### src/rtl/i2crr_pkg.sv
package i2crr_pkg;

    typedef enum logic [4:0] {
        P_IDLE, P_ST_A, P_ST_B, P_ST_C, P_TX_SET, P_TX_HIGH, P_TX_LOW,
        P_RA_LOW, P_RA_HIGH, P_RA_POLL, P_RA_END, P_GAP,
        P_RX_REL, P_RX_HIGH, P_RX_LOW, P_AK_SET, P_AK_HIGH, P_AK_LOW,
        P_SP_A, P_SP_B, P_SP_C
    } t_phase;

    localparam logic [1:0] CFG_SHORT_WAIT  = 2'd0;
    localparam logic [1:0] CFG_BIT_WAIT    = 2'd1;
    localparam logic [1:0] CFG_RESTART_GAP = 2'd2;
    localparam logic [1:0] CFG_ACK_TIMEOUT = 2'd3;

    localparam int QUEUE_DEPTH = 2;

    // one tick request as held in the queue
    typedef struct packed {
        logic       action;
        logic       sda_in;
        logic [6:0] slave_address;
        logic [7:0] register_address;
        logic [7:0] byte_count;
    } t_tick;

    typedef struct packed {
        logic       scl_level;
        logic       sda_level;
        logic       sda_drive;
        logic       byte_valid;
        logic [7:0] rx_byte;
        logic       last_byte;
        logic       busy_res;
        logic       done_res;
        logic       error;
    } t_result;

    typedef struct packed {
        logic [15:0] short_wait;
        logic [15:0] bit_wait;
        logic [15:0] restart_gap;
        logic [15:0] ack_timeout;
    } t_cfg;

endpackage

### src/rtl/i2crr_front.sv
module i2crr_front (
    input  logic                 i_clk,
    input  logic                 i_rst_n,
    input  logic                 i_valid,
    output logic                 o_stall,
    input  i2crr_pkg::t_tick     i_tick,
    output logic                 o_q_valid,
    input  logic                 i_q_take,
    output i2crr_pkg::t_tick     o_q_tick
);
    // two entry queue between request intake and the bus sequencer
    i2crr_pkg::t_tick r_mem [i2crr_pkg::QUEUE_DEPTH];
    logic r_wp, r_rp;
    logic [1:0] r_cnt;
    logic push, pop;

    assign o_stall   = (r_cnt == 2'(i2crr_pkg::QUEUE_DEPTH));
    assign push      = i_valid && !o_stall;
    assign pop       = i_q_take && (r_cnt != 2'd0);
    assign o_q_valid = (r_cnt != 2'd0);
    assign o_q_tick  = r_mem[r_rp];

    always_ff @(posedge i_clk) begin
        if (push) begin
            r_mem[r_wp] <= i_tick;
        end
    end

    always_ff @(posedge i_clk) begin
        if (!i_rst_n) begin
            r_wp  <= 1'b0;
            r_rp  <= 1'b0;
            r_cnt <= 2'd0;
        end else begin
            if (push) r_wp <= ~r_wp;
            if (pop)  r_rp <= ~r_rp;
            r_cnt <= r_cnt + 2'(push) - 2'(pop);
        end
    end
endmodule

### src/rtl/i2crr_seq.sv
module i2crr_seq (
    input  logic                 i_clk,
    input  logic                 i_rst_n,
    input  i2crr_pkg::t_cfg      i_cfg,
    input  logic                 i_q_valid,
    output logic                 o_q_take,
    input  i2crr_pkg::t_tick     i_tick,
    output logic                 o_valid,
    input  logic                 i_stall,
    output i2crr_pkg::t_result   o_res
);
    i2crr_pkg::t_phase r_phase, n_phase;
    logic [15:0] r_wait, n_wait;
    logic [16:0] r_poll, n_poll;
    logic [2:0]  r_bit, n_bit;
    logic [7:0]  r_shift, n_shift, r_left, n_left;
    logic [6:0]  r_slave, n_slave;
    logic [7:0]  r_reg, n_reg;
    logic [1:0]  r_stage, n_stage;
    logic        r_failed, n_failed;
    logic        r_ovalid;
    i2crr_pkg::t_result r_res, res;
    logic step, ended;
    logic [15:0] wait_inc, plen, wsel;
    logic txbit, akbit;
    i2crr_pkg::t_phase target, entered;

    assign o_q_take = i_q_valid && (!r_ovalid || !i_stall);
    assign step     = o_q_take;
    assign o_valid  = r_ovalid;
    assign o_res    = r_res;

    assign txbit = r_shift[3'd7 - r_bit];
    assign akbit = (r_left <= 8'd1);

    // output levels from phase in force, plus received byte, busy, done and error flags
    always_comb begin
        res = '0;
        res.scl_level = 1'b0;
        res.sda_level = 1'b1;
        res.sda_drive = 1'b1;
        case (r_phase)
            i2crr_pkg::P_IDLE, i2crr_pkg::P_ST_A, i2crr_pkg::P_SP_C: res.scl_level = 1'b1;
            i2crr_pkg::P_ST_B, i2crr_pkg::P_SP_B: begin
                res.scl_level = 1'b1;
                res.sda_level = 1'b0;
            end
            i2crr_pkg::P_ST_C, i2crr_pkg::P_SP_A: res.sda_level = 1'b0;
            i2crr_pkg::P_TX_SET, i2crr_pkg::P_TX_LOW: res.sda_level = txbit;
            i2crr_pkg::P_TX_HIGH: begin
                res.scl_level = 1'b1;
                res.sda_level = txbit;
            end
            i2crr_pkg::P_RA_HIGH, i2crr_pkg::P_RA_POLL, i2crr_pkg::P_RX_HIGH: begin
                res.scl_level = 1'b1;
                res.sda_drive = 1'b0;
            end
            i2crr_pkg::P_RA_LOW, i2crr_pkg::P_RA_END, i2crr_pkg::P_GAP,
            i2crr_pkg::P_RX_REL, i2crr_pkg::P_RX_LOW: res.sda_drive = 1'b0;
            i2crr_pkg::P_AK_SET, i2crr_pkg::P_AK_LOW: res.sda_level = akbit;
            i2crr_pkg::P_AK_HIGH: begin
                res.scl_level = 1'b1;
                res.sda_level = akbit;
            end
            default: res.scl_level = 1'b1;
        endcase
        res.byte_valid = 1'b0;
        if (r_phase == i2crr_pkg::P_RX_HIGH && ended && r_bit == 3'd7) begin
            res.byte_valid = 1'b1;
            res.rx_byte    = {r_shift[6:0], i_tick.sda_in};
            res.last_byte  = akbit;
        end
        if (r_phase == i2crr_pkg::P_SP_C && ended) begin
            res.done_res = 1'b1;
            res.error    = r_failed;
        end
        res.busy_res = (n_phase != i2crr_pkg::P_IDLE);
    end

    always_comb begin
        case (r_phase)
            i2crr_pkg::P_TX_SET, i2crr_pkg::P_TX_HIGH, i2crr_pkg::P_TX_LOW,
            i2crr_pkg::P_RX_REL, i2crr_pkg::P_RX_HIGH, i2crr_pkg::P_RX_LOW:
                wsel = i_cfg.bit_wait;
            i2crr_pkg::P_GAP: wsel = i_cfg.restart_gap;
            default: wsel = i_cfg.short_wait;
        endcase
        plen     = (wsel == 16'd0) ? 16'd1 : wsel;
        wait_inc = r_wait + 16'd1;
        ended    = (wait_inc == 16'd0) || (wait_inc >= plen);
    end

    // next state
    always_comb begin
        n_phase = r_phase; n_wait = r_wait; n_poll = r_poll; n_bit = r_bit;
        n_shift = r_shift; n_left = r_left; n_slave = r_slave; n_reg = r_reg;
        n_stage = r_stage; n_failed = r_failed;
        target = r_phase;
        entered = r_phase;
        if (r_phase == i2crr_pkg::P_IDLE) begin
            if (i_tick.action) begin
                n_slave  = i_tick.slave_address;
                n_reg    = i_tick.register_address;
                n_left   = (i_tick.byte_count == 8'd0) ? 8'd1 : i_tick.byte_count;
                n_stage  = 2'd0;
                n_failed = 1'b0;
                n_shift  = {i_tick.slave_address, 1'b0};
                n_bit    = 3'd0;
                target   = i2crr_pkg::P_ST_A;
            end
        end else if (r_phase == i2crr_pkg::P_RA_POLL) begin
            if (!i_tick.sda_in) begin
                target = i2crr_pkg::P_RA_END;
            end else if (r_poll > {1'b0, i_cfg.ack_timeout}) begin
                n_failed = 1'b1;
                target   = i2crr_pkg::P_RA_END;
            end else begin
                n_poll = r_poll + 17'd1;
            end
        end else begin
            n_wait = wait_inc;
            if (ended) begin
                case (r_phase)
                    i2crr_pkg::P_ST_A: target = i2crr_pkg::P_ST_B;
                    i2crr_pkg::P_ST_B: target = i2crr_pkg::P_ST_C;
                    i2crr_pkg::P_ST_C: begin
                        n_bit = 3'd0; target = i2crr_pkg::P_TX_SET;
                    end
                    i2crr_pkg::P_TX_SET: target = i2crr_pkg::P_TX_HIGH;
                    i2crr_pkg::P_TX_HIGH: target = i2crr_pkg::P_TX_LOW;
                    i2crr_pkg::P_TX_LOW:
                        if (r_bit == 3'd7) target = i2crr_pkg::P_RA_LOW;
                        else begin
                            n_bit = r_bit + 3'd1; target = i2crr_pkg::P_TX_SET;
                        end
                    i2crr_pkg::P_RA_LOW: target = i2crr_pkg::P_RA_HIGH;
                    i2crr_pkg::P_RA_HIGH: begin
                        n_poll = '0; target = i2crr_pkg::P_RA_POLL;
                    end
                    i2crr_pkg::P_RA_END:
                        if (r_failed) target = i2crr_pkg::P_SP_A;
                        else if (r_stage == 2'd0) begin
                            n_stage = 2'd1; n_shift = r_reg; n_bit = 3'd0;
                            target = i2crr_pkg::P_TX_SET;
                        end else if (r_stage == 2'd1) begin
                            n_stage = 2'd2; target = i2crr_pkg::P_GAP;
                        end else begin
                            n_bit = 3'd0; n_shift = '0; target = i2crr_pkg::P_RX_REL;
                        end
                    i2crr_pkg::P_GAP: target = i2crr_pkg::P_ST_A;
                    i2crr_pkg::P_RX_REL: target = i2crr_pkg::P_RX_HIGH;
                    i2crr_pkg::P_RX_HIGH: begin
                        n_shift = {r_shift[6:0], i_tick.sda_in};
                        target  = i2crr_pkg::P_RX_LOW;
                    end
                    i2crr_pkg::P_RX_LOW:
                        if (r_bit == 3'd7) target = i2crr_pkg::P_AK_SET;
                        else begin
                            n_bit = r_bit + 3'd1; target = i2crr_pkg::P_RX_HIGH;
                        end
                    i2crr_pkg::P_AK_SET: target = i2crr_pkg::P_AK_HIGH;
                    i2crr_pkg::P_AK_HIGH: target = i2crr_pkg::P_AK_LOW;
                    i2crr_pkg::P_AK_LOW:
                        if (r_left > 8'd1) begin
                            n_left = r_left - 8'd1; n_bit = 3'd0; n_shift = '0;
                            target = i2crr_pkg::P_RX_REL;
                        end else target = i2crr_pkg::P_SP_A;
                    i2crr_pkg::P_SP_A: target = i2crr_pkg::P_SP_B;
                    i2crr_pkg::P_SP_B: target = i2crr_pkg::P_SP_C;
                    default: begin
                        n_failed = 1'b0; n_stage = 2'd0;
                        target = i2crr_pkg::P_IDLE;
                    end
                endcase
            end
        end
        // phase entry with gap skip and read address load
        if (target != r_phase || (ended && r_phase != i2crr_pkg::P_IDLE
                                  && r_phase != i2crr_pkg::P_RA_POLL)) begin
            entered = target;
            if (entered == i2crr_pkg::P_GAP && i_cfg.restart_gap == 16'd0)
                entered = i2crr_pkg::P_ST_A;
            if (entered == i2crr_pkg::P_ST_A && n_stage == 2'd2)
                n_shift = {n_slave, 1'b1};
            n_wait = '0;
        end
        n_phase = entered;
    end

    always_ff @(posedge i_clk) begin
        if (!i_rst_n) begin
            r_phase <= i2crr_pkg::P_IDLE;
            r_wait <= '0; r_poll <= '0; r_bit <= '0; r_shift <= '0;
            r_left <= '0; r_slave <= '0; r_reg <= '0; r_stage <= '0;
            r_failed <= 1'b0; r_ovalid <= 1'b0;
        end else begin
            if (step) begin
                r_phase <= n_phase; r_wait <= n_wait; r_poll <= n_poll;
                r_bit <= n_bit; r_shift <= n_shift; r_left <= n_left;
                r_slave <= n_slave; r_reg <= n_reg; r_stage <= n_stage;
                r_failed <= n_failed;
            end
            if (step) r_ovalid <= 1'b1;
            else if (!i_stall) r_ovalid <= 1'b0;
        end
    end

    always_ff @(posedge i_clk) begin
        if (step) r_res <= res;
    end
endmodule

### src/rtl/i2c_register_read_master.sv
// channel | handshake           | payload
// tick in | i_valid / o_stall   | action, sda_in, slave/register address, byte count
// result  | o_valid / i_stall   | line levels, received byte, busy, done, error
// config  | i_cfg_valid/o_cfg_ready | i_cfg_index, i_cfg_data
// one tick per cycle sustained while the output is not stalled; a request passes through the two entry queue and its
// result is registered as the sequencer takes it, so it is offered from the next cycle
// synchronous active-low reset returns the bus to idle with default timings
// output stall holds the result register and backs the queue up to the input
module i2c_register_read_master (
    input  logic        i_clk,
    input  logic        i_rst_n,
    input  logic        i_valid,
    output logic        o_stall,
    input  logic        i_action,
    input  logic        i_sda_in,
    input  logic [6:0]  i_slave_address,
    input  logic [7:0]  i_register_address,
    input  logic [7:0]  i_byte_count,
    output logic        o_valid,
    input  logic        i_stall,
    output logic        o_scl_level,
    output logic        o_sda_level,
    output logic        o_sda_drive,
    output logic        o_byte_valid,
    output logic [7:0]  o_rx_byte,
    output logic        o_last_byte,
    output logic        o_busy_res,
    output logic        o_done_res,
    output logic        o_error,
    input  logic        i_cfg_valid,
    output logic        o_cfg_ready,
    input  logic [1:0]  i_cfg_index,
    input  logic [15:0] i_cfg_data
);
    i2crr_pkg::t_tick   in_tick, q_tick;
    i2crr_pkg::t_result res;
    i2crr_pkg::t_cfg    r_cfg;
    logic q_valid, q_take;

    assign in_tick = '{action: i_action, sda_in: i_sda_in,
                       slave_address: i_slave_address,
                       register_address: i_register_address,
                       byte_count: i_byte_count};

    // timing registers, to be written only while idle; the block itself does not enforce this
    assign o_cfg_ready = 1'b1;
    always_ff @(posedge i_clk) begin
        if (!i_rst_n) begin
            r_cfg.short_wait  <= 16'd5;
            r_cfg.bit_wait    <= 16'd15;
            r_cfg.restart_gap <= 16'd100;
            r_cfg.ack_timeout <= 16'd1000;
        end else if (i_cfg_valid) begin
            case (i_cfg_index)
                i2crr_pkg::CFG_SHORT_WAIT:  r_cfg.short_wait  <= i_cfg_data;
                i2crr_pkg::CFG_BIT_WAIT:    r_cfg.bit_wait    <= i_cfg_data;
                i2crr_pkg::CFG_RESTART_GAP: r_cfg.restart_gap <= i_cfg_data;
                i2crr_pkg::CFG_ACK_TIMEOUT: r_cfg.ack_timeout <= i_cfg_data;
                default: ;
            endcase
        end
    end

    i2crr_front u_front (
        .i_clk, .i_rst_n, .i_valid, .o_stall, .i_tick(in_tick),
        .o_q_valid(q_valid), .i_q_take(q_take), .o_q_tick(q_tick)
    );

    i2crr_seq u_seq (
        .i_clk, .i_rst_n, .i_cfg(r_cfg), .i_q_valid(q_valid), .o_q_take(q_take),
        .i_tick(q_tick), .o_valid, .i_stall, .o_res(res)
    );

    assign o_scl_level  = res.scl_level;
    assign o_sda_level  = res.sda_level;
    assign o_sda_drive  = res.sda_drive;
    assign o_byte_valid = res.byte_valid;
    assign o_rx_byte    = res.rx_byte;
    assign o_last_byte  = res.last_byte;
    assign o_busy_res   = res.busy_res;
    assign o_done_res   = res.done_res;
    assign o_error      = res.error;

    // error only reported with done
    a_err_done: assert property (@(posedge i_clk) disable iff (!i_rst_n)
        o_valid && o_error |-> o_done_res) else $error("error without done");
    // done ends the transaction
    a_done_idle: assert property (@(posedge i_clk) disable iff (!i_rst_n)
        o_valid && o_done_res |-> !o_busy_res) else $error("busy after done");
    // last flag only with a byte
    a_last: assert property (@(posedge i_clk) disable iff (!i_rst_n)
        o_valid && o_last_byte |-> o_byte_valid) else $error("stray last flag");
endmodule
### config.mk
export PLATFORM = sky130hd
export DESIGN_NAME = i2c_register_read_master
export DESIGN_NICKNAME = d
export VERILOG_FILES = /design/src/rtl/i2crr_pkg.sv /design/src/rtl/i2crr_front.sv /design/src/rtl/i2crr_seq.sv /design/src/rtl/i2c_register_read_master.sv
export SDC_FILE = /design/constraint.sdc
export NUM_CORES = 1
export LEC_CHECK = 0
export BUFFER_PORTS_ARGS = -buffer_cell sky130_fd_sc_hd__buf_2
export CAP_MARGIN = 20
export CORE_MARGIN = 2
export CORE_UTILIZATION = 60
export DETAILED_ROUTE_END_ITERATION = 6
export PLACE_DENSITY = 0.79
export SYNTH_ARGS = -nofsm -noshare
export SYNTH_HDL_FRONTEND = slang
export SYNTH_SLANG_ARGS = --single-unit
### constraint.sdc
create_clock -name i_clk -period 10.7 [get_ports i_clk]
set_input_delay 1.07 -clock i_clk [delete_from_list [all_inputs] [get_ports i_clk]]
set_output_delay 1.07 -clock i_clk [all_outputs]
set_load 0.02 [all_outputs]
==> results of run 1 <==
cells by family (layout without fill, tap and decap cells):
logic type	Yosys count	in the layout	share of synthesized area, %
DFF	211	211	45.3
and+or+nand+nor	433	433	19.3
other	1	1	0.0348
buffers and inverters	115	165	4.22
adders and majority gates	45	45	5.20
muxes	46	46	4.62
AOI/OAI and AO/OA	310	310	18.9
xor gates and xnor gates	29	29	2.36
synth_stat cells, types with 32 or more instances:
cell,number,area [µm²]
nand2_1,186,698
dfxtp_1,145,2900
a21oi_1,124,621
nor2_1,69,259
edfxtp_1,66,1980
clkbuf_1,55,206
ha_1,44,551
o21ai_0,44,220
inv_1,41,154
mux2i_1,34,340
nand3_1,32,160
how the worst max path moves through the flow:
| stage | end | startpoint |
|---|---|---|
| 5_1_grt | u_seq.r_wait[10] | u_seq.r_phase[4] |
| 3_3_place_gp | u_seq.r_wait[12] | u_seq.r_phase[3] |
| 2_1_floorplan | u_seq.r_wait[11] | u_seq.r_phase[1] |
| 4_1_cts | u_seq.r_wait[10] | u_seq.r_phase[3] |
| 6_report | u_seq.r_wait[10] | u_seq.r_phase[3] |
| 3_5_place_dp | u_seq.r_wait[10] | u_seq.r_phase[3] |
critical path: stages (launching register included):
cell      delay (ps)
dfxtp_1          710
nor3b_2          500
nor2b_1          190
buf_4            220
nor2_1           240
a21oi_1          280
nand4_1          110
or4_1            540
nand3_1           90
ha_1             220
nand2b_1         130
a211oi_1         200
o21ai_0          110
a211oi_1         350
o21a_4           390
and4bb_1         260
o21ai_2          380
o21ai_0          200
and2_1           380
a22o_1           250
metrics by stage:
stage / hold slack, ps / cell area, µm² / cells
after floorplan: 434 / 10800 / 1190
after detailed placement: 447 / 11200 / 1422
final: 458 / 11900 / 1465
after global placement: 444 / 11200 / 1422
after CTS: 455 / 11900 / 1464
after global routing: 475 / 11900 / 1465
layer usage:
metal / global-route usage (%) / vias to the layer above / routed length (µm)
met2: 42.3 / 295 / 11500
li1: - / 4394 / -
met3: 3.87 / 24 / 1870
met4: 5.56 / 0 / 312
met5: 0 / - / 0
met1: 40.5 / 4198 / 12000
area by class of cell:
| type | count | area [µm²] |
|---|---|---|
| well taps | 225 | 282 |
| flip-flops and latches | 211 | 4880 |
| clock inverters | 11 | 73.8 |
| clock buffers | 31 | 638 |
| multi-input cells | 864 | 5460 |
| inverters | 43 | 161 |
| repair buffers | 80 | 438 |
| fillers | 1445 | 5480 |
power by group:
| group | switching [mW] | total, mW | internal, mW |
|---|---|---|---|
| logic | 0.460 | 0.731 | 0.271 |
| clock network | 0.326 | 0.749 | 0.423 |
| registers | 0.0912 | 1.05 | 0.959 |
==> flow_metrics.env, run 1 <==
export IMPL_insertion_delay_ps=530
export IMPL_timing_rr_start="u_seq.r_phase[3]"
export IMPL_drive_gt1_share_pct=12.7
export IMPL_die_area_um2=19000
export IMPL_grt_max_degree=92
export IMPL_p_leak_nw=4.49
export IMPL_clk_pin_slew_ps=60
export IMPL_antenna_found_initial=0
export IMPL_hold_viol=0
export IMPL_rsz0062_at_grt="no"
export IMPL_synth_main_ff_cell="dfxtp_1"
export IMPL_critical_path_class="flop to flop"
export IMPL_ctsHoldBuffers=0
export IMPL_io_pins=67
export IMPL_slew_limit_headroom_pct=32.4
export IMPL_grt_pass1_wl_um=41300
export IMPL_fmax_mhz=170
export IMPL_largestRegisters="r_cfg x64, u_front.r_mem x50, u_seq.r_poll x17"
export IMPL_setup_tns_ps=0
export IMPL_fin_skew_ps=19.0
export IMPL_yosysWarnings=0
export IMPL_n_antenna_cell=0
export IMPL_dr_pass1_iters=7
export IMPL_final_core_util_pct=68.5
export IMPL_timing_rr_end="u_seq.r_wait[10]"
export IMPL_clock_sinks=211
export IMPL_most_common_layout_cells="186 x nand2_1, 145 x dfxtp_1, 124 x a21oi_1, 68 x nor2_1, 66 x edfxtp_1"
export IMPL_yosysUniqueCellTypes=84
export IMPL_avgSynthCellArea_um2=9.05
export IMPL_largest_register="r_cfg"
export IMPL_rr_worst_depth=19
export IMPL_placementRows=48
export IMPL_cts_setup_buffers=0
export IMPL_min_period_over_period_pct=54.9
export IMPL_ir_drop_uv=181
export IMPL_fp_coreArea_um2=17400
export IMPL_worst_setup_path_start_kind="flop"
export IMPL_place_congestion=0.948
export IMPL_globalRouteOverflowTotal=0
export IMPL_syn_inst=1190
export IMPL_cts_buffer_depth=3
export IMPL_tightest_slew_ps=1010
export IMPL_largest_reg_flops=64
export IMPL_synth_net_count=1282
export IMPL_finalPower_mw=2.53
export IMPL_cp_end_kind="flop"
export IMPL_cp_arrival_ps=6300
export IMPL_mostFrequentLayoutCell="nand2_1"
export IMPL_power_density_nw_per_um2=212
export IMPL_layout_nets=1315
export IMPL_crit_path_max_fanout=23
export IMPL_mappedNetlistArea_um2=10800
export IMPL_ff2ff_setup_slack_ps=4820
export IMPL_worstHoldPathCells=2
export IMPL_route_detailed_drc=9
export IMPL_cts_htree_levels=1
export IMPL_final_antenna_net_count=0
export IMPL_initial_utilization_pct=61.9
export IMPL_slew_violations=0
export IMPL_setup_ws_ps=4820
export IMPL_outcome="complete, but fails checks"
export IMPL_grt_pass1_vias=8088
export IMPL_cts_root_buf="clkbuf_16"
export IMPL_synthArstFlopShare_pct=0
export IMPL_vias_per_cell=6.08
export IMPL_required_ps=11120
export IMPL_portBuffers=65
export IMPL_period_needed_ps=5880
export IMPL_ctsResizeCount=0
export IMPL_fp_dieH_um=138
export IMPL_min_path_type="flop to flop"
export IMPL_holdPathEnd="r_cfg[63]"
export IMPL_wl_per_cell_um=17.6
export IMPL_setup_viol=0
export IMPL_cts_made_buffers=23
export IMPL_violations="design-rule violations"
export IMPL_cap_violations=0
export IMPL_dp_worst_setup_slack_ps=4890
export IMPL_cts_tree="yes"
export IMPL_fp_dieW_um=138
export IMPL_hpwl_um=17800
export IMPL_grt_usage_pct=27.2
export IMPL_initialDrtViolationCount=793
export IMPL_syn2layout_area_growth_pct=10.8
export IMPL_vias=8911
export IMPL_holdCritStartpoint="r_cfg[63]"
export IMPL_synth_edf_count=66
export IMPL_ys_seq_area_share_pct=45.3
export IMPL_drt_wl_total_um=25700
export IMPL_synth_seq_cells=211
Power figures use the tool's default switching activity.
==> run 2: changes to the inputs <==
CORE_UTILIZATION = 55   (was 60)
PLACE_DENSITY = 0.76   (was 0.79)
clock period = 5.1 ns   (was 10.7 ns; I/O delays follow)
==> flow_metrics.env, run 2 (synthesis results as in run 1) <==
export IMPL_critical_path_class="flop to flop"
export IMPL_cts_tree="yes"
export IMPL_final_antenna_net_count=0
export IMPL_cp_num_buf_inv=2
export IMPL_slew_limit_headroom_pct=33.2
export IMPL_rr_worst_depth=20
export IMPL_largest_reg_flops=64
export IMPL_antenna_found_initial=3
export IMPL_mostFrequentLayoutCell="nand2_1"
export IMPL_setup_tns_ps=0
export IMPL_vias_per_cell=6.00
export IMPL_cts_htree_levels=1
export IMPL_most_common_layout_cells="186 x nand2_1, 145 x dfxtp_1, 122 x a21oi_1, 67 x nor2_1, 66 x edfxtp_1"
export IMPL_crit_path_max_fanout=16
export IMPL_hold_ws_ps=193
export IMPL_cp_slowest_cell="or4_1"
export IMPL_grt_max_degree=90
export IMPL_cp_depth=20
export IMPL_grt_pass1_vias=8079
export IMPL_fp_dieW_um=144
export IMPL_cp_arrival_ps=5330
export IMPL_portBuffers=65
export IMPL_largest_register="r_cfg"
export IMPL_min_period_over_period_pct=96.0
export IMPL_largestRegisters="r_cfg x64, u_front.r_mem x50, u_seq.r_poll x17"
export IMPL_hpwl_um=17800
export IMPL_place_congestion=0.901
export IMPL_power_density_nw_per_um2=438
export IMPL_drt_wl_total_um=25900
export IMPL_fp_dieH_um=144
export IMPL_insertion_delay_ps=510
export IMPL_wl_per_cell_um=17.1
export IMPL_fin_skew_ps=12.5
export IMPL_p_seq_share_pct=41.0
export IMPL_fmax_mhz=204
export IMPL_placed_cells=1472
export IMPL_pwr_share_comb_pct=29.6
export IMPL_switchingPower_mw=1.83
export IMPL_worstHoldPathCells=1
export IMPL_route_detailed_drc=2
export IMPL_hold_viol=0
export IMPL_drive_gt1_share_pct=14.5
export IMPL_vias=9112
export IMPL_dp_worst_setup_slack_ps=67.2
export IMPL_globalRouteOverflowTotal=0
export IMPL_violations="design-rule violations"
export IMPL_clock_sinks=211
export IMPL_instances_no_fill=1519
export IMPL_p_sw_share_pct=34.5
export IMPL_ff2ff_setup_slack_ps=200
export IMPL_cp_end_kind="flop"
export IMPL_clk_pin_slew_ps=60
export IMPL_dr_pass1_iters=7
export IMPL_io_pins=67
export IMPL_initialDrtViolationCount=892
export IMPL_tightest_slew_ps=998
export IMPL_cap_violations=0
export IMPL_outcome="complete, but fails checks"
export IMPL_p_clk_share_pct=29.4
export IMPL_min_path_type="primary input to flop"
export IMPL_ir_drop_uv=446
export IMPL_layout_nets=1329
export IMPL_die_area_um2=20700
export IMPL_period_needed_ps=4900
export IMPL_slew_violations=0
export IMPL_cts_root_buf="clkbuf_16"
export IMPL_cts_buffer_depth=3
export IMPL_setup_ws_ps=204
export IMPL_finalPower_mw=5.31
export IMPL_grt_usage_pct=24.6
export IMPL_cts_made_buffers=23
export IMPL_placementRows=51
export IMPL_path_common_cell="a21oi_1"
export IMPL_syn2layout_area_growth_pct=12.5
export IMPL_setup_viol=0
export IMPL_p_leak_nw=4.53
export IMPL_required_ps=5530
export IMPL_crit_chain="inv_1, nand2_1, a21oi_2, buf_4, a22o_1, a21oi_1, nand4_1, or4_1, nand3_1, ha_1, nand2b_1, a211oi_1, o21ai_0, a211oi_2, o21a_4, mux2i_2, and4b_1, o2111ai_4, mux2_2, a21oi_1"
export IMPL_worst_setup_path_start_kind="flop"
export IMPL_grt_pass1_wl_um=41300
export IMPL_crit_family="compound AO/OA/AOI/OAI gates"
export IMPL_slowest_delay_ps=540
export IMPL_initial_utilization_pct=55.7
export IMPL_internal_power_mw=3.48
export IMPL_fp_coreArea_um2=19300
## run 2: timing repair
item | 4_1_cts | 5_1_grt
endpoints found under the setup margin | 0 | 27
gates resized for setup | 0 | 9
setup buffers | 0 | 3
hold buffers | 0 | 0
## run 2: metrics by stage
stage | util [%] | instance area, µm²
3_3_place_gp | 58.6 | 11300
6_report | 62.7 | 12100
3_5_place_dp | 58.6 | 11300
4_1_cts | 62.3 | 12000
5_1_grt | 62.7 | 12100
2_1_floorplan | - | 10800
## run 2: worst paths after layout
check / from / end
hold / removal: i_byte_count[1] / u_front.r_mem[0][1]
setup / recovery: u_seq.r_phase[4] / u_seq.r_shift[4]
setup reg to reg: u_seq.r_phase[4] / u_seq.r_shift[4]
hold reg to reg: r_cfg[51] / r_cfg[51]
## run 2: area by class of cell
cell class,instances,area [µm²]
clock buffer,24,579
tap,265,332
antenna,1,2.50
sequential,211,4880
fill,1640,7220
inverter,43,161
clock inverter,17,130
timing repair buffer,92,528
multi-input combinational,866,5500
## run 2: per-layer routing
| metal | wire length, µm | vias up | track usage, % | share of wire (%) |
|---|---|---|---|---|
| met5 | 30 | - | 0 | 0.12 |
| li1 | - | 4423 | - | - |
| met3 | 2140 | 51 | 4.53 | 8.3 |
| met4 | 582 | 4 | 7.38 | 2.2 |
| met1 | 11800 | 4275 | 35.8 | 45 |
| met2 | 11400 | 359 | 37.3 | 44 |
## run 2: worst reg2reg max path: stages, from the launching register on
cell	delay (ps)
dfxtp_1	390
inv_1	70
nand2_1	130
a21oi_2	70
buf_4	190
a22o_1	250
a21oi_1	200
nand4_1	130
or4_1	540
nand3_1	90
ha_1	220
nand2b_1	140
a211oi_1	210
o21ai_0	130
a211oi_2	370
o21a_4	260
mux2i_2	340
and4b_1	320
o2111ai_4	250
mux2_2	360
a21oi_1	160
## run 2: power groups by stage
stage	registers, mW	clock network [mW]	logic [mW]
floorplan	2.22	0	1.08
global placement	2.20	0	1.50
detailed placement	2.20	0	1.52
CTS	2.17	1.58	1.53
global route	2.20	1.66	1.72
finish	2.18	1.56	1.57
